`src/hdl/lef_pkg.sv`:
```
`timescale 1ns / 1ps
`default_nettype none

package lef_pkg;

  // Field widths of the ports
  localparam int CH_W       = 8;
  localparam int COL_W      = 10;
  localparam int ROW_W      = 12;
  localparam int IMG_W_W    = 11;
  localparam int IMG_H_W    = 13;
  localparam int CFG_IDX_W  = 1;
  localparam int CFG_DATA_W = 13;

  // Image size after reset
  localparam int WIDTH_RESET  = 640;
  localparam int HEIGHT_RESET = 480;

  // Entries of the queue between the window pipeline and the result emitter
  localparam int QUEUE_DEPTH = 4;

  // Configuration register indexes
  typedef enum logic [CFG_IDX_W-1:0] {
    REG_IMAGE_WIDTH  = 1'b0,
    REG_IMAGE_HEIGHT = 1'b1
  } cfg_reg_t;

  // Input word: one raster-order pixel
  typedef struct packed {
    logic [CH_W-1:0] red_in;
    logic [CH_W-1:0] green_in;
    logic [CH_W-1:0] blue_in;
  } in_word_t;

  // Result word: one filtered pixel with its position
  typedef struct packed {
    logic [COL_W-1:0] col_out;
    logic [ROW_W-1:0] row_out;
    logic [CH_W-1:0]  red_out;
    logic [CH_W-1:0]  green_out;
    logic [CH_W-1:0]  blue_out;
    logic             image_done;
  } out_word_t;

  typedef struct packed {
    logic [CH_W-1:0] red;
    logic [CH_W-1:0] green;
    logic [CH_W-1:0] blue;
  } rgb_t;

  // One column of the 3x3 window: rows y-2, y-1, y
  typedef struct packed {
    rgb_t top;
    rgb_t mid;
    rgb_t bot;
  } win_col_t;

  // Which result words one pixel releases, in output order
  typedef struct packed {
    logic main;
    logic right;
    logic bottom;
    logic last;
  } emit_t;

  // Coordinates the results of one pixel draw from: x-1, x, y-1, y
  typedef struct packed {
    logic [COL_W-1:0] col_prev;
    logic [COL_W-1:0] col_cur;
    logic [ROW_W-1:0] row_prev;
    logic [ROW_W-1:0] row_cur;
  } coord_t;

  // Classified pixel traveling through the window pipeline
  typedef struct packed {
    coord_t pos;
    emit_t  emit;
    logic   lap_en;
    rgb_t   pix;
  } tag_t;

  // Queue entry handed to the emitter
  typedef struct packed {
    coord_t pos;
    emit_t  emit;
    rgb_t   val;
  } rec_t;

endpackage

`default_nettype wire

```
`src/hdl/lef_queue.sv`:
```
`timescale 1ns / 1ps
`default_nettype none

module lef_queue (
  input  logic           clk,
  input  logic           rst_n,
  input  logic           push,
  input  lef_pkg::rec_t  push_rec,
  output logic           room,
  output logic           head_valid,
  output lef_pkg::rec_t  head,
  input  logic           pop
);

  localparam int DEPTH = lef_pkg::QUEUE_DEPTH;
  localparam int PW    = $clog2(DEPTH);
  localparam int NW    = $clog2(DEPTH + 1);

  lef_pkg::rec_t  slots_r [DEPTH];
  logic [PW-1:0]  wr_ptr_r, wr_ptr_nxt;
  logic [PW-1:0]  rd_ptr_r, rd_ptr_nxt;
  logic [NW-1:0]  count_r, count_nxt;

  // Advance pointers with wrap, track fill
  always_comb begin
    wr_ptr_nxt = wr_ptr_r;
    rd_ptr_nxt = rd_ptr_r;
    if (push) begin
      wr_ptr_nxt = (wr_ptr_r == PW'(DEPTH - 1)) ? '0 : wr_ptr_r + PW'(1);
    end
    if (pop) begin
      rd_ptr_nxt = (rd_ptr_r == PW'(DEPTH - 1)) ? '0 : rd_ptr_r + PW'(1);
    end
    count_nxt  = count_r + NW'(push) - NW'(pop);
    room       = count_r != NW'(DEPTH);
    head_valid = count_r != '0;
    head       = slots_r[rd_ptr_r];
  end

  always_ff @(posedge clk) begin
    if (!rst_n) begin
      wr_ptr_r <= '0;
      rd_ptr_r <= '0;
      count_r  <= '0;
    end else begin
      wr_ptr_r <= wr_ptr_nxt;
      rd_ptr_r <= rd_ptr_nxt;
      count_r  <= count_nxt;
    end
  end

  always_ff @(posedge clk) begin
    if (push) begin
      slots_r[wr_ptr_r] <= push_rec;
    end
  end

  no_push_when_full: assert property (@(posedge clk) disable iff (!rst_n)
    push |-> (count_r != NW'(DEPTH)))
    else $error("push into a full queue");

  no_pop_when_empty: assert property (@(posedge clk) disable iff (!rst_n)
    pop |-> (count_r != '0))
    else $error("pop from an empty queue");

endmodule

`default_nettype wire

```
`config.mk`:
```
export PLATFORM = sky130hd
export DESIGN_NAME = lef_queue
export DESIGN_NICKNAME = d
export VERILOG_FILES = /design/src/hdl/lef_pkg.sv /design/src/hdl/lef_queue.sv
export SDC_FILE = /design/constraint.sdc
export NUM_CORES = 1
export LEC_CHECK = 0
export BUFFER_PORTS_ARGS = -buffer_cell sky130_fd_sc_hd__clkbuf_2
export CAP_MARGIN = 20
export CORE_ASPECT_RATIO = 0.7
export CORE_UTILIZATION = 55
export DETAILED_ROUTE_END_ITERATION = 6
export PLACE_DENSITY_LB_ADDON = 0.05
export REMOVE_ABC_BUFFERS = 1
export SETUP_SLACK_MARGIN = 0.3
export SKIP_CTS_REPAIR_TIMING = 1
export SLEW_MARGIN = 20
export SYNTH_ARGS = -nofsm -noshare
export SYNTH_HDL_FRONTEND = slang
export SYNTH_SLANG_ARGS = --single-unit
```
`constraint.sdc`:
```
create_clock -name clk -period 3.1 [get_ports clk]
set_input_delay 0.31 -clock clk [delete_from_list [all_inputs] [get_ports clk]]
set_output_delay 0.31 -clock clk [all_outputs]
set_load 0.02 [all_outputs]
```
Word level (Yosys, flattened, before mapping)

Memory sizes are Yosys's and may differ from the RTL's. A register that Yosys moved wholly into a read port is not among the register bits.
Index checks and enable logic that the tools add are counted.

Bits in registers: 7
RAM bits: 288
Logic and storage cells: 18
Memories: 1

Add/sub/neg operators: 4
Equality and inequality tests: 3
Multiplexer cells: 6
Reductions and logical operators: 1

Memories:

| memory  | words | width | rd ports | clocked after memory_dff | wr ports | line            | RTL |
|---|---|---|---|---|---|---|---|
| slots_r | 4     | 72    | 1        | 1                        | 1        | lef_queue.sv:19 | `lef_pkg::rec_t slots_r [DEPTH];` |

Operators by type and width:

| cell                                         | count |
|---|---|
| 2-to-1 mux 2 bit                             | 4 |
| adder 2 x 1 -> 2 bit, second input constant  | 2 |
| equality test 2 bit, second input constant   | 2 |
| adder 3 x 1 -> 3 bit                         | 1 |
| inequality test 3 bit, second input constant | 1 |
| nonzero test 3 bit                           | 1 |
| subtractor 3 x 1 -> 3 bit                    | 1 |
| 2-to-1 mux 1 bit                             | 2 |

Depth between registers and ports, before layout

Depth after elaboration: 4
Gate-level depth with buffers: 7
Depth with buffers taken out: 7

Worst setup path after synthesis

Ideal clock, no wire load.

Kind: register to register
Start point: register wr_ptr_r[0]
End point: memory slots_r[0][0] (netlist bit) (enable)
Library setup time: 0.438 ns
Data arrival time: 2.223 ns
Setup slack: 0.440 ns
Cell stages (with the launch flop): 4
Path buffers: 0
Period minus slack after synthesis: 2.660 ns
Cell sequence: dfxtp_1 -> inv_1 -> ha_1 -> and2_1

RTL lines:

| what                   | line            | RTL |
|---|---|---|
| from (decl)            | lef_queue.sv:20 | `logic [PW-1:0] wr_ptr_r, wr_ptr_nxt;` |
| from (signal assigned) | lef_queue.sv:46 | `wr_ptr_r <= wr_ptr_nxt;` |
| to (decl)              | lef_queue.sv:19 |  |

No word-level cell before the write port.

==> flow_summary.json <==
{
  "grt_util_all_layers_pct": 19.2,
  "multi_input_area_mm2": 0.00189,
  "final-hold-violation-count": 0,
  "drt-vias-per-instance": 5.46,
  "worst-endpoint-required_ns": 2.79,
  "grt_max_degree": 45,
  "dp_hpwl_um": 11700,
  "antenna_found_initial": 0,
  "tightest_slew_ns": 0.523,
  "final_cell_mix": "edfxtp_1, clkbuf_2, mux4_2",
  "fin_crit_ns": 2.55,
  "status": "finished clean",
  "layout-drive-gt1-share_pct": 45.0,
  "finalCritPeriodShare_pct": 82.4,
  "maxCapViolations": 0,
  "io_buffers": 149,
  "nFillCells": 1243,
  "nets": 697,
  "cts_buffers": 27,
  "clkPwrFrac_pct": 37.4,
  "path_max_fanout": 22,
  "p_comb_share_pct": 9.7,
  "die_h_um": 120,
  "area_delta_synth_final_pct": 19.2,
  "synth_cells": 420,
  "power.density_mw_per_mm2": 674,
  "grt_pass1_wl_um": 28700,
  "ant_nets": 0,
  "arrival_ns": 2.24,
  "wirelength_um": 19000,
  "syn_area_mm2": 0.0109,
  "drc": 0,
  "dieArea_mm2": 0.0204,
  "clk_pin_slew_worst_paths_ns": 0.06,
  "boundaryPins": 150,
  "power.leakage_nw": 4.49,
  "path_class": "reg2out",
  "power.switching_mw": 1.90,
  "critPathSlowestCell": "dfxtp_4",
  "worst_ir_drop_vdd_mv": 0.371,
  "finalMaxSlewViolations": 0,
  "die_x_um": 170,
  "swShare_pct": 21.7,
  "layout_commonest_cell": "edfxtp_1",
  "clk_root_buffer_cell": "clkbuf_16",
  "crit_path_max_incr_delay_ns": 0.63,
  "syn-mean-instance-area_um2": 26.0,
  "register_area_mm2": 0.00884,
  "core_mm2": 0.0192,
  "ys_types": 20,
  "fin_skew_ns": 0.00945,
  "setup_slack_ns": 0.547,
  "fmax_mhz": 392,
  "rsz0062_at_grt": "false",
  "cts_max_level": 1,
  "end_kind": "primary output",
  "ys_warn_count": 0,
  "rows": 42,
  "diodes": 0,
  "crit_chain": "buf_4 > mux4_2 > clkbuf_2",
  "overflow": 0,
  "yosysSeqAreaShare_pct": 80.8,
  "clock_path_buffers": 3,
  "cp-start-kind": "flip-flop",
  "drtPass1Iterations": 4,
  "ys_seq_elements": 297,
  "hold_class": "in2reg",
  "timing.slew.headroom_pct": 65.1,
  "cts.sinks": 297,
  "wl_per_cell_um": 21.2,
  "p_int_mw": 6.87,
  "p_seq_share_pct": 52.9,
  "setup_viol": 0,
  "place_ws_ns": 1.01,
  "clk_latency_ns": 0.52,
  "cts_tree": "done",
  "grt_pass1_vias": 5109,
  "dr.first_iter.drc_count": 329,
  "initial_core_util_pct": 57.0,
  "gp_congestion": 0.718,
  "hold_ws_ns": 0.00764,
  "vias": 4894
}
[per-stage QoR]
stage	util, %	setup TNS [ns]	std cells	instance area (um^2)	power, mW
final	67.9	0	897	13000	8.77
after global routing	67.9	0	897	13000	9.09
after CTS	67.1	0	881	12900	8.86
after detailed placement	62.5	0	832	12000	5.58
after global placement	62.5	0	832	12000	5.56
after floorplan	-	-69.37	404	10700	5.26
[area by class of cell]
cell class                      instances  share of cell area [%]
Sequential cell                       297                    67.8
Tap cell                              264                    2.54
Timing Repair Buffer                  180                    8.11
Clock inverter                         20                    1.57
Multi-Input combinational cell        100                    14.5
Clock buffer                           29                    5.24
Inverter                                7                   0.202
[flip-flops by register name (all words and copies together), names as in the netlist, named ones only]
name / cells
count_r: 3
rd_ptr_r: 2
wr_ptr_r: 2
slots_r: 288
[cells by family after synthesis]
| logic type | after synthesis | share of synthesized area [%] |
|---|---|---|
| flops | 297 | 80.8 |
| mux | 74 | 15.1 |
| buf+inv | 23 | 1.98 |
| simple gates | 15 | 0.825 |
| fa+ha+maj | 8 | 0.985 |
| compound gates | 2 | 0.0916 |
| xor+xnor | 1 | 0.218 |
[cells in the mapped netlist]
cell        n  area, um^2
ha_1        7        87.6
dfxtp_1     9         180
nor2_1      3        11.3
or3_1       1        6.26
edfxtp_1  288        8650
and2_1      6        37.5
clkbuf_1    1        3.75
mux4_1      2        52.6
fa_1        1        20.0
buf_12      7         140
inv_1       7        26.3
buf_2       7        35.0
nand2b_1    2        12.5
mux4_2     70        1580
mux2i_1     2        20.0
nand3_1     1        5.00
buf_6       1        11.3
xor3_1      1        23.8
a21oi_1     2        10.0
or3b_2      2        17.5
[critical path: cells and delay by family, from the launching register on]
kind                   cells  cell delay, ns
DFF                        1            0.63
muxes                      1            0.55
buffers and inverters      2            0.53
[routing by layer]
| metal | up-vias | share of wire, % | GRT usage (%) |
|---|---|---|---|
| li1 | 2182 | - | - |
| met1 | 2537 | 43 | 27.2 |
| met2 | 153 | 49 | 31.2 |
| met3 | 22 | 6.2 | 4.32 |
| met4 | 0 | 1.2 | 4.17 |
| met5 | - | 0 | 0 |
[final timing paths]
path                                          startpoint  depth (start not counted)                        to  slack [ns]
worst min register to register  rd_ptr_r[0]$_SDFFE_PN0P_                          2                 flip-flop        0.50
worst max-delay path                           flip-flop                          3                  head[20]        0.55
worst min-delay path                         push_rec[2]                          1   slots_r[0][2]$_DFFE_PP_       0.008
worst max register to register  wr_ptr_r[0]$_SDFFE_PN0P_                          3  slots_r[3][65]$_DFFE_PP_        1.32
[power by group through the flow]
stage / clock (mW) / combinational [mW] / sequential (mW)
3_3_place_gp: 0 / 0.836 / 4.72
3_5_place_dp: 0 / 0.850 / 4.73
2_1_floorplan: 0 / 0.504 / 4.75
4_1_cts: 3.36 / 0.854 / 4.65
5_1_grt: 3.52 / 0.915 / 4.66
6_report: 3.28 / 0.852 / 4.64
No activity file was read; power rests on OpenSTA's default activity.
