File: src/hdl/lef_pkg.sv
`timescale 1ns / 1ps
`default_nettype none

package lef_pkg;

  // Field widths of the ports
  localparam int CH_W       = 8;
  localparam int COL_W      = 10;
  localparam int ROW_W      = 12;
  localparam int IMG_W_W    = 11;
  localparam int IMG_H_W    = 13;
  localparam int CFG_IDX_W  = 1;
  localparam int CFG_DATA_W = 13;

  // Image size after reset
  localparam int WIDTH_RESET  = 640;
  localparam int HEIGHT_RESET = 480;

  // Entries of the queue between the window pipeline and the result emitter
  localparam int QUEUE_DEPTH = 4;

  // Configuration register indexes
  typedef enum logic [CFG_IDX_W-1:0] {
    REG_IMAGE_WIDTH  = 1'b0,
    REG_IMAGE_HEIGHT = 1'b1
  } cfg_reg_t;

  // Input word: one raster-order pixel
  typedef struct packed {
    logic [CH_W-1:0] red_in;
    logic [CH_W-1:0] green_in;
    logic [CH_W-1:0] blue_in;
  } in_word_t;

  // Result word: one filtered pixel with its position
  typedef struct packed {
    logic [COL_W-1:0] col_out;
    logic [ROW_W-1:0] row_out;
    logic [CH_W-1:0]  red_out;
    logic [CH_W-1:0]  green_out;
    logic [CH_W-1:0]  blue_out;
    logic             image_done;
  } out_word_t;

  typedef struct packed {
    logic [CH_W-1:0] red;
    logic [CH_W-1:0] green;
    logic [CH_W-1:0] blue;
  } rgb_t;

  // One column of the 3x3 window: rows y-2, y-1, y
  typedef struct packed {
    rgb_t top;
    rgb_t mid;
    rgb_t bot;
  } win_col_t;

  // Which result words one pixel releases, in output order
  typedef struct packed {
    logic main;
    logic right;
    logic bottom;
    logic last;
  } emit_t;

  // Coordinates the results of one pixel draw from: x-1, x, y-1, y
  typedef struct packed {
    logic [COL_W-1:0] col_prev;
    logic [COL_W-1:0] col_cur;
    logic [ROW_W-1:0] row_prev;
    logic [ROW_W-1:0] row_cur;
  } coord_t;

  // Classified pixel traveling through the window pipeline
  typedef struct packed {
    coord_t pos;
    emit_t  emit;
    logic   lap_en;
    rgb_t   pix;
  } tag_t;

  // Queue entry handed to the emitter
  typedef struct packed {
    coord_t pos;
    emit_t  emit;
    rgb_t   val;
  } rec_t;

endpackage

`default_nettype wire

File: src/hdl/lef_emit.sv
`timescale 1ns / 1ps
`default_nettype none

module lef_emit (
  input  logic               clk,
  input  logic               rst_n,
  input  logic               head_valid,
  input  lef_pkg::rec_t      head,
  output logic               pop,
  output logic               out_valid,
  input  logic               out_stall,
  output lef_pkg::out_word_t out_word
);

  lef_pkg::emit_t     rem_r, rem_nxt;
  logic               started_r, started_nxt;
  logic               out_valid_r, out_valid_nxt;
  lef_pkg::out_word_t out_word_r, word_nxt;
  lef_pkg::emit_t     rem, pick, rem_left;
  logic               load;

  // Pick the next pending word of the head entry
  always_comb begin
    rem  = started_r ? rem_r : head.emit;
    load = head_valid && (!out_valid_r || !out_stall);
    pick = '0;
    priority if (rem.main)   pick.main   = 1'b1;
    else if (rem.right)      pick.right  = 1'b1;
    else if (rem.bottom)     pick.bottom = 1'b1;
    else if (rem.last)       pick.last   = 1'b1;
    else                     pick        = '0;
    rem_left = lef_pkg::emit_t'(rem & ~pick);
    pop      = load && (rem_left == '0);
  end

  // Build the word: filtered centre first, then zero border words
  always_comb begin
    word_nxt.col_out    = head.pos.col_prev;
    word_nxt.row_out    = head.pos.row_prev;
    word_nxt.red_out    = head.val.red;
    word_nxt.green_out  = head.val.green;
    word_nxt.blue_out   = head.val.blue;
    word_nxt.image_done = 1'b0;
    priority if (pick.right) begin
      word_nxt.col_out   = head.pos.col_cur;
      word_nxt.red_out   = '0;
      word_nxt.green_out = '0;
      word_nxt.blue_out  = '0;
    end else if (pick.bottom) begin
      word_nxt.row_out   = head.pos.row_cur;
      word_nxt.red_out   = '0;
      word_nxt.green_out = '0;
      word_nxt.blue_out  = '0;
    end else if (pick.last) begin
      word_nxt.col_out    = head.pos.col_cur;
      word_nxt.row_out    = head.pos.row_cur;
      word_nxt.red_out    = '0;
      word_nxt.green_out  = '0;
      word_nxt.blue_out   = '0;
      word_nxt.image_done = 1'b1;
    end else begin
      // keep the filtered centre word
      word_nxt.image_done = 1'b0;
    end
  end

  // Track partial progress on the head entry and the output register
  always_comb begin
    started_nxt   = load ? (rem_left != '0) : started_r;
    rem_nxt       = load ? rem_left : rem_r;
    out_valid_nxt = load ? 1'b1 : (out_stall ? out_valid_r : 1'b0);
  end

  always_ff @(posedge clk) begin
    if (!rst_n) begin
      started_r   <= 1'b0;
      rem_r       <= '0;
      out_valid_r <= 1'b0;
    end else begin
      started_r   <= started_nxt;
      rem_r       <= rem_nxt;
      out_valid_r <= out_valid_nxt;
    end
  end

  always_ff @(posedge clk) begin
    if (load) begin
      out_word_r <= word_nxt;
    end
  end

  assign out_valid = out_valid_r;
  assign out_word  = out_word_r;

  one_word_per_load: assert property (@(posedge clk) disable iff (!rst_n)
    load |-> $onehot(pick))
    else $error("emitter loaded without exactly one pending word");

  head_kept_while_started: assert property (@(posedge clk) disable iff (!rst_n)
    started_r |-> head_valid)
    else $error("queue head vanished during a partial entry");

endmodule

`default_nettype wire

File: config.mk
export PLATFORM = sky130hd
export DESIGN_NAME = lef_emit
export DESIGN_NICKNAME = d
export VERILOG_FILES = /design/src/hdl/lef_pkg.sv /design/src/hdl/lef_emit.sv
export SDC_FILE = /design/constraint.sdc
export NUM_CORES = 1
export LEC_CHECK = 0
export BUFFER_PORTS_ARGS = -buffer_cell sky130_fd_sc_hd__clkbuf_2
export CAP_MARGIN = 25
export CORE_MARGIN = 4
export CORE_UTILIZATION = 40
export CTS_CLUSTER_DIAMETER = 60
export DETAILED_ROUTE_END_ITERATION = 10
export PLACE_DENSITY = 0.82
export SLEW_MARGIN = 20
export SYNTH_ARGS = -nofsm -noshare
export SYNTH_HDL_FRONTEND = slang
export SYNTH_SLANG_ARGS = --single-unit
File: constraint.sdc
create_clock -name clk -period 2.1 [get_ports clk]
set_clock_uncertainty 0.15 [all_clocks]
set_input_delay 0.315 -clock clk [delete_from_list [all_inputs] [get_ports clk]]
set_output_delay 0.315 -clock clk [all_outputs]
set_load 0.02 [all_outputs]
# --- Word-level counts from Yosys, hierarchy flattened ---
# Cells that the tools add are included.
word_totals:
  regBits: 53
  in_bits: 76
  out_inout_bits: 49
  word_cells: 40
op_classes:
  eq_ne: 1
  mux: 16
  bitwise_logic: 2
  reduce_logical: 9
op_table:
  columns: ["cell", "n"]
  rows:
  - ["$mux W46", 1]
  - ["$mux W36", 1]
  - ["$mux W10", 2]
  - ["$mux W12", 1]
  - ["$mux W1", 8]
  - ["$and A4 B4 Y4", 1]
  - ["$logic_not A4 Y1", 1]
  - ["$mux W4", 1]
  - ["$not A4 Y4", 1]
  - ["$reduce_bool A4 Y1", 1]
  - ["$mux W3", 1]
  - ["$reduce_or A3 Y1", 1]
  - ["$logic_and A1 B1 Y1", 2]
  - ["$logic_not A1 Y1", 2]
  - ["$mux W2", 1]
  - ["$ne A2 B1 Y1 const B", 1]
  - ["$reduce_or A2 Y1", 1]
  - ["$logic_or A1 B1 Y1", 1]

# --- Logic depth before layout (Yosys ltp) ---
# Gate-level depths: netlist of the first run.
logic_depth:
  depth_word: 9
  mapped_depth: 5
  ltp_nobuf: 5

# --- Worst setup path before layout of the first run ---
# OpenSTA, ideal clock, no wires.
synth_timing:
  path_type: "reg-to-reg"
  start: "register out_valid_r (netlist: out_valid)"
  end: "register rem_r[1] in the netlist's numbering"
  setup_time_ns: 0.076
  arrival_ns: 1.942
  slack_ns: -0.068
  stages_incl_launch_ff: 5
  path_buffers: 0
  period_less_slack_ns: 2.168
  cell_sequence: "dfxtp_1 -> a21bo_2 -> inv_1 -> o211ai_1 -> a21boi_0"
synth_via:
  elab_chain_len: 3
synth_rtl:
  columns: ["item", "line", "rtl"]
  rows:
  - ["start: declaration", "lef_emit.sv:17", "logic out_valid_r, out_valid_nxt;"]
  - ["start signal: assignment", "lef_emit.sv:82", "out_valid_r <= out_valid_nxt;"]
  - ["$logic_not A1 Y1", "lef_emit.sv:25", "load = head_valid && (!out_valid_r || !out_stall);"]
  - ["$logic_or A1 B1 Y1", "lef_emit.sv:25", null]
  - ["$logic_and A1 B1 Y1", "lef_emit.sv:25", null]
  - ["named net load", "lef_emit.sv:20", "logic load;"]
  - ["end signal: assignment", "lef_emit.sv:81", "rem_r <= rem_nxt;"]
  - ["end: declaration", "lef_emit.sv:15", "lef_pkg::emit_t rem_r, rem_nxt;"]
# The timed path passes the listed nets, and every way through them passes these cells.
# A chain may end at the register's enable or synchronous reset.

# --- Final worst setup path of the first run ---
layout_timing:
  start: "register started_r"
  end: "output pop"
layout_via:
  elab_chain_len: 9
  word_cells_on_any_way: 12
  cone_classes: "mux: 8; bitwise: 2; reduce/logical: 2"
layout_rtl:
  columns: ["item", "line", "rtl"]
  rows:
  - ["start: declaration", "lef_emit.sv:16", "logic started_r, started_nxt;"]
  - ["start signal: assignment", "lef_emit.sv:80", "started_r <= started_nxt;"]
  - ["$mux W4 (*)", "lef_emit.sv:24", "rem = started_r ? rem_r : head.emit;"]
  - ["$mux W1", "lef_emit.sv:30", "else if (rem.last) pick.last = 1'b1;"]
  - ["$mux W1", "lef_emit.sv:29", "else if (rem.bottom) pick.bottom = 1'b1;"]
  - ["$mux W2", "lef_emit.sv:28", "else if (rem.right) pick.right = 1'b1;"]
  - ["$mux W3", "lef_emit.sv:27", "priority if (rem.main) pick.main = 1'b1;"]
  - ["$not A4 Y4", "lef_emit.sv:32", "rem_left = lef_pkg::emit_t'(rem & ~pick);"]
  - ["$and A4 B4 Y4 (*)", "lef_emit.sv:32", null]
  - ["$logic_not A4 Y1 (*)", "lef_emit.sv:33", "pop = load && (rem_left == '0);"]
  - ["$logic_and A1 B1 Y1 (*)", "lef_emit.sv:33", null]
  - ["end: declaration", "lef_emit.sv:9", "output logic pop,"]
# Every way passes the cells marked *; elsewhere a longest branch is shown, timed or not.

==> qor.txt, run 1 <==
RePlAce Congestion = 0.779
Minimum clock period after layout = 1.96 ns
Rel. slew slack = 73.3%
Crit Path Category = reg -> out
Non-Filler Instances = 348
Sequential share of power = 55.2%
Worst path required time = 1.63 ns
Max Fclk = 511 MHz
First-pass GRT wire length = 7.59 mm
Endpoints failing hold = 0
Post-Route WL = 4.70 mm
Yosys Warn Count = 0
# setup viols final = 0
Period utilisation layout = 93.2%
Vias/cell = 4.69
Post-synthesis mux area share = 13.1%
Placed Cells incl. Taps = 340
Max H-tree Level = 2
Cells after Synth = 143
Skew-Pair Late Insertion Delay = 0.29 ns
Simple logic cell fraction of the synthesized area = 11.6%
Final Net Count = 351
Global Route met2 Usage = 24.6%
Clock sinks = 52
Synthesis-to-finish area growth = 35.8%
Initial antenna violation count = 0
Pwr per Cell Area = 746 nW/um^2
Root Driver = clkbuf_8
CTS buffer count = 5
Grt met3 use = 5.36%
Port buffer count = 124
Fraction of layout cells with a size suffix above 1 = 60.1%
Fin. max-slew vios = 0
GRT Residual Overflow = 0
Post-Place Setup Slack = 0.146 ns
CP Launch Type = register
Setup TNS = 0 ns
Hold Path Stages = 3
Pin count of the biggest net entering global routing = 28
Worst min path class = in -> reg
Max IR drop VDD = 0.000338 V
Fin worst setup slack = 0.142 ns
Post-Synth Adder-Cell Area = 0%
R2R setup slack = 0.23 ns
Post-DP HPWL = 3.79 mm
Status = completed
Crit path max fanout = 8
Gr busiest metal = met2
Core area = 5510 sq um
Net Sw Frac = 26.2%
FF-to-FF Start = started_r
Power Internal = 1.69 mW
GRT Util Overall = 13.5%
Util after Layout = 55.8%
Switching Power = 601 uW
Die W = 83.2 microns
GR Util met1 = 14.6%
Synthesized area per cell = 15.8 sq um
DRT Pass-1 Iters = 4
Max-Cap Viols = 0
Commonest non-fill, non-tap cells in the layout = clkbuf_2, edfxtp_1, nor2b_1
Buffers & Inverters on Critical Path = 2
RSZ-0062 raised after global routing = no
Initial core utilization = 41.1%
Syn Nets = 219
Count of different cell masters after synthesis = 29
Post-DP Area = 2990 sq um
Top cell family by delay on the critical path = flip-flops
Total power = 2.29 mW
Most common cell after layout, fill and taps aside = clkbuf_2
Clock share of power = 23.5%
Layout fillers = 485
Largest family of logic cells by synthesized area = multiplexers
Vias = 1633
Slew @ Worst Pin = 0.400 ns
CTS tree = built
Compound-Gate Fraction of Synth Area = 6.19%
Worst-path clk slew = 0.09 ns
Vias in the first global route = 1647
Post-synthesis sequential area ratio = 66.8%
DIE HEIGHT = 83.2 microns
Comb pwr share = 21.4%
#FFs+latches synth = 52
Row Count = 27
Synth Area in XOR/XNOR = 0%
Mapped cell area = 2260 sq um
Final instance area = 3070 sq um
Initial drt markers = 56
Static leakage power = 1.35 nW
CTS Hold Bufs = 0
CTS max path bufs = 2
R2r worst-path depth = 4
Crit path cell chain = buf_4 > nor2b_1 > a21oi_1 > and4_1 > clkbuf_2
CP max-delay cell = dfxtp_4
ANT nets after route = 0
WHS Endpoint = out_valid
Die area = 6930 sq um
Top Ports = 125
CP Capture Type = output pin
Hold_sp = head_valid
WHS = 0.115 ns
Largest stage delay, worst path = 0.40 ns
Crit path arrival time = 1.49 ns
Worst R2R End = out_word[36]
Ant. Diodes = 0
# DRC = 0
WL per Instance = 13.5 microns
==> power groups by stage <==
| stage | Clock (mW) | Combinational (mW) | Sequential (mW) |
|---|---|---|---|
| after floorplan | 0 | 0.216 | 1.39 |
| after global placement | 0 | 0.486 | 1.29 |
| after detailed placement | 0 | 0.498 | 1.29 |
| after CTS | 0.568 | 0.499 | 1.27 |
| after global routing | 0.614 | 0.531 | 1.28 |
| final | 0.538 | 0.490 | 1.27 |
==> cell usage after synthesis <==
master,count,share of area (%)
or2b_1,1,0.33
a21boi_0,1,0.33
or2_2,1,0.28
a21oi_1,3,0.66
edfxtp_1,47,62
a21o_1,1,0.33
and4_1,1,0.39
o21ai_0,4,0.88
nor2_1,4,0.66
o32ai_1,1,0.39
nand2b_1,2,0.55
inv_1,3,0.50
mux2_2,13,6.5
nor2b_1,27,7.5
dfxtp_1,5,4.4
a31oi_2,1,0.55
nor3_1,1,0.22
o22ai_4,1,0.88
nand2_1,3,0.50
a21bo_2,1,0.44
buf_4,3,0.99
or3_4,1,0.50
mux2_4,10,6.6
a21oi_4,1,0.72
nand3_1,3,0.66
o31ai_1,1,0.33
o21a_1,1,0.33
o211ai_1,1,0.33
buf_12,1,0.88
==> what timing repair did <==
| action | CTS | global route |
|---|---|---|
| setup buffers | 0 | 0 |
| setup endpoints to repair | 1 | 1 |
| gates resized for setup | 1 | 1 |
| gates cloned | 0 | 0 |
==> kinds of logic after synthesis <==
kind of cell / after synthesis
AO/OA/AOI/OAI: 17
buffers and inverters: 7
flip-flops: 52
AND/OR/NAND/NOR: 44
multiplexers: 23
==> sequential cells by signal (all words and copies together) (netlist names) <==
signal	cells
rem_r	3
out_word	47
started_r	1
out_valid	1
==> routing by layer <==
| metal | routed length [microns] | vias up |
|---|---|---|
| li1 | - | 787 |
| met1 | 1760 | 763 |
| met2 | 2460 | 79 |
| met3 | 460 | 4 |
| met4 | 23 | 0 |
| met5 | 0 | - |
==> tightest hold or removal path, stage by stage <==
cell,delay [ns]
clkbuf_2,0.09
a21oi_1,0.04
nor2b_1,0.09
==> worst max path at each step <==
stage                               to  startpoint  slack, ns  depth (start not counted)
after floorplan              started_r   out_valid       0.14                          4
after global placement    out_word[36]    head[26]       0.19                          5
after detailed placement  out_word[36]    head[26]       0.15                          5
after CTS                          pop   started_r       0.09                          5
after global routing               pop   started_r       0.01                          5
final                              pop   started_r       0.14                          5
==> area by class of cell <==
| cell class | count | area, sq um | share of cell area, % |
|---|---|---|---|
| Multi-Input combinational cell | 84 | 698 | 22.7 |
| Inverter | 3 | 15.0 | 0.489 |
| Timing Repair Buffer | 129 | 671 | 21.8 |
| Clock inverter | 2 | 11.3 | 0.366 |
| Sequential cell | 52 | 1520 | 49.3 |
| Clock buffer | 6 | 72.6 | 2.36 |
| Tap cell | 72 | 90.1 | 2.93 |
No activity file was read; power rests on OpenSTA's default activity.
==> run 2: changes to the inputs <==
--- a/constraint.sdc
+++ b/constraint.sdc
@@ -4,2 +4,2 @@
 set_output_delay 0.315 -clock clk [all_outputs]
-set_load 0.02 [all_outputs]
+set_load 0.1 [all_outputs]
==> run 2 against run 1 <==
  * Global-route usage grew 0.45 points
  * Final cell count is the same
  * Die area is the same
  * Final area grew 0.90%
  * Wire length grew 3.7%
  * Non-clock buffer count is the same
  * Highest routed layer unchanged
  * Clock power is essentially flat
  * Register-to-register slack is essentially flat
  * Core utilization grew 0.50 points
  * Flip-flop and latch count is the same
==> qor.txt, run 2 (synthesized netlist as in run 1, its figures left out) <==
Total power = 2.77 mW
First-pass GRT wire length = 7.68 mm
CP Capture Type = output pin
Initial drt markers = 49
Global Route met2 Usage = 24.8%
Vias = 1619
Period utilisation layout = 95.5%
Max reg flops = 47
Setup Buffers After CTS = 0
Crit Path Category = reg -> out
Initial core utilization = 41.1%
CP max-delay cell = dfxtp_4
CTS max path bufs = 2
Pin count of the biggest net entering global routing = 29
Final Net Count = 351
Static leakage power = 1.36 nW
Vias/cell = 4.65
Gr busiest metal = met2
GRT Residual Overflow = 0
CTS tree = built
# setup viols final = 0
Max H-tree Level = 2
Die area = 6930 sq um
GR Util met1 = 15.4%
Core area = 5510 sq um
Setup TNS = 0 ns
Crit path arrival time = 1.54 ns
Commonest non-fill, non-tap cells in the layout = clkbuf_2, edfxtp_1, nor2b_1
Fraction of layout cells with a size suffix above 1 = 61.6%
WL per Instance = 14.0 microns
RePlAce Congestion = 0.812
Ant. Diodes = 0
Largest stage delay, worst path = 0.40 ns
Skew-Pair Late Insertion Delay = 0.30 ns
Port buffer count = 124
Grt met3 use = 5.85%
ANT nets after route = 0
GRT Util Overall = 14.0%
Slew @ Worst Pin = 0.574 ns
Worst-path clk slew = 0.09 ns
Initial antenna violation count = 0
CTS buffer count = 5
Row Count = 27
Worst min path class = in -> reg
Worst path required time = 1.63 ns
Fin. max-slew vios = 0
Minimum clock period after layout = 2.01 ns
Synthesis-to-finish area growth = 37.0%
Post-Route WL = 4.88 mm
CP Launch Type = register
Most common cell after layout, fill and taps aside = clkbuf_2
CTS Hold Bufs = 0
Clock sinks = 52
Top Ports = 125
Vias in the first global route = 1621
Crit path max fanout = 8
Die W = 83.2 microns
Max IR drop VDD = 0.000493 V
Endpoints failing hold = 0
Status = completed
Post-DP HPWL = 3.80 mm
Max-Cap Viols = 0
Pwr per Cell Area = 895 nW/um^2
RSZ-0062 raised after global routing = no
DRT Pass-1 Iters = 4
DIE HEIGHT = 83.2 microns
Root Driver = clkbuf_8
Crit path cell chain = buf_4 > nor2b_1 > a21oi_2 > and4_4 > buf_12
Max Fclk = 499 MHz
Rel. slew slack = 61.9%
# DRC = 0
[run 2: timing repair]
action                                  4_1_cts  5_1_grt
gates resized for setup                       2        3
endpoints found under the hold margin         0        0
endpoints found under the setup margin        1        1
[run 2: critical path: cells and delay by family (launching register included)]
kind / cells / cell delay (ns)
AOI/OAI and AO/OA: 1 / 0.16
buffers and inverters: 2 / 0.34
DFF: 1 / 0.40
and+or+nand+nor: 2 / 0.34
[run 2: final cells by class]
class                           instances  area, sq um
Inverter                                3         15.0
Timing Repair Buffer                  129          686
Clock inverter                          2         11.3
Fill cell                             478         2410
Tap cell                               72         90.1
Multi-Input combinational cell         84          707
Clock buffer                            6         72.6
Sequential cell                        52         1520
[run 2: layer usage]
layer  wire length, microns  part of all wire [%]
met4                     46                  0.94
met5                      0                     0
met3                    509                    10
met1                   1850                    38
met2                   2480                    51
[run 2: final timing paths]
kind / endpoint / from / depth (start not counted) / slack [ns]
max: pop / started_r / 5 / 0.09
max reg2reg: out_word[27] / started_r / 4 / 0.22
min: out_valid / head_valid / 3 / 0.10
min reg2reg: out_valid / out_valid / 2 / 0.38
[run 2: report_power, final]
part,total (mW),switching [mW],internal [mW],leakage [nW]
logic,0.972,0.743,0.229,0.815
registers,1.27,0.0286,1.24,0.506
clock network,0.536,0.305,0.232,0.0388
[run 2: per-stage QoR]
stage               util [%]  worst slack, ns  hold WS, ns  std cells  instance area, sq um
floorplan                  -           0.0286        0.292        143                  2270
global placement        54.6            0.188        0.351        340                  3010
detailed placement      54.6            0.150        0.360        340                  3010
CTS                     56.2           0.0168       0.0943        348                  3090
global route            56.3           0.0192        0.120        348                  3100
finish                  56.3           0.0942        0.103        348                  3100
==> run 3: changes to the inputs <==
- CORE_UTILIZATION: 40 -> 35
- CTS_BUF_LIST: not set -> sky130_fd_sc_hd__clkbuf_8
- PLACE_DENSITY: 0.82 -> 0.74
==> run 3 against run 2 <==
  * Final cell count rose by 1.4%
  * Total power rose by 4.9%
  * Wire length fell by 2.5%
  * Die area is 13% higher
  * Global-route usage is 2.4 points lower
  * Final area increased by 1.5%
  * Count of clock-buffer cells in the layout down 1
  * Clock power rose by 26%
  * Setup slack got worse by 0.022 ns
  * Critical path type unchanged
  * Largest power group unchanged
==> qor.txt, run 3 (synthesized netlist as in run 1, its figures left out) <==
First-pass GRT wire length = 7.09 mm
DIE HEIGHT = 88.4 microns
Vias in the first global route = 1533
Worst-path clk slew = 0.09 ns
Layout fillers = 560
CTS tree = built
Worst min path class = in -> reg
Minimum clock period after layout = 2.03 ns
Post-Route WL = 4.76 mm
Fin worst setup slack = 0.0717 ns
Skew-Pair Late Insertion Delay = 0.29 ns
Die area = 7820 sq um
Crit Path Category = reg -> out
# DRC = 0
Die W = 88.4 microns
Clock sinks = 52
Util after Layout = 49.8%
Worst path required time = 1.63 ns
ANT nets after route = 0
Top Ports = 125
Rel. slew slack = 62.4%
GRT Residual Overflow = 0
Initial drt markers = 37
Row Count = 29
Post-Place Setup Slack = 0.151 ns
Most common cell after layout, fill and taps aside = clkbuf_2
CTS buffer count = 5
CP Launch Type = register
Fraction of layout cells with a size suffix above 1 = 62.3%
Status = completed
Root Driver = clkbuf_8
Setup TNS = 0 ns
Initial antenna violation count = 0
CTS Hold Bufs = 0
Endpoints failing hold = 0
Post-DP HPWL = 3.74 mm
Port buffer count = 124
Slew @ Worst Pin = 0.566 ns
RePlAce Congestion = 0.849
GRT Util Overall = 11.6%
Fin. max-slew vios = 0
Max reg flops = 47
Synthesis-to-finish area growth = 39.0%
RSZ-0062 raised after global routing = no
Core area = 6310 sq um
CTS max path bufs = 2
Placed Cells incl. Taps = 344
Final Net Count = 351
Max Fclk = 493 MHz
Pwr per Cell Area = 925 nW/um^2
Vias = 1618
WL per Instance = 13.5 microns
Vias/cell = 4.58
Initial core utilization = 35.9%
Max H-tree Level = 2
Period utilisation layout = 96.6%
Crit path arrival time = 1.56 ns
# setup viols final = 0
Crit path max fanout = 8
Max IR drop VDD = 0.000452 V
CP Capture Type = output pin
Static leakage power = 1.38 nW
DRT Pass-1 Iters = 4
Non-Filler Instances = 353
Max-Cap Viols = 0
Commonest non-fill, non-tap cells in the layout = clkbuf_2, edfxtp_1, nor2b_1
Ant. Diodes = 0
Pin count of the biggest net entering global routing = 53
-- run 3: per-layer routing --
metal  share of wire [%]  vias to the layer above  GRT usage, %  wire length (microns)
met2                  52                       73          20.7                   2470
li1                    -                      791             -                      -
met3                  11                        2          4.47                    535
met4                0.17                        0          2.47                      8
met5                   0                        -             0                      0
met1                  37                      752          13.2                   1740
-- run 3: timing repair --
item	in CTS	in global routing
gates resized for setup	2	2
endpoints found under the setup margin	1	1
setup buffers	0	1
-- run 3: layout make-up --
cell class / instances / area [sq um] / share of cell area [%]
Multi-Input combinational cell: 84 / 706 / 22.4
Clock buffer: 5 / 68.8 / 2.19
Clock inverter: 3 / 42.5 / 1.35
Tap cell: 77 / 96.3 / 3.06
Inverter: 3 / 15.0 / 0.477
Timing Repair Buffer: 129 / 698 / 22.2
Sequential cell: 52 / 1520 / 48.3
-- run 3: final timing paths --
path / from / endpoint / slack (ns) / cells past startpoint
setup / recovery: started_r / pop / 0.07 / 5
hold / removal: head_valid / out_valid / 0.10 / 3
setup reg to reg: started_r / out_word[33] / 0.12 / 5
hold reg to reg: out_valid / out_valid / 0.38 / 2
-- run 3: through the flow --
stage	instance area (sq um)	hold slack [ns]	total power, mW
floorplan	2270	0.292	2.08
global placement	3020	0.351	2.25
detailed placement	3020	0.362	2.26
CTS	3130	0.0930	2.96
global route	3150	0.120	3.03
finish	3150	0.104	2.91
-- run 3: worst max-delay path, stage by stage, from the launching register on --
cell and delay, ns:
dfxtp_4 0.35, buf_4 0.14, nand2_1 0.10, or2_2 0.29
and4_2 0.21, buf_12 0.17
-- run 3: where the power goes --
part / switching, mW / total [mW] / internal (mW)
registers: 0.0236 / 1.26 / 1.24
clock network: 0.321 / 0.674 / 0.353
logic: 0.743 / 0.975 / 0.232
total: 1.09 / 2.91 / 1.82
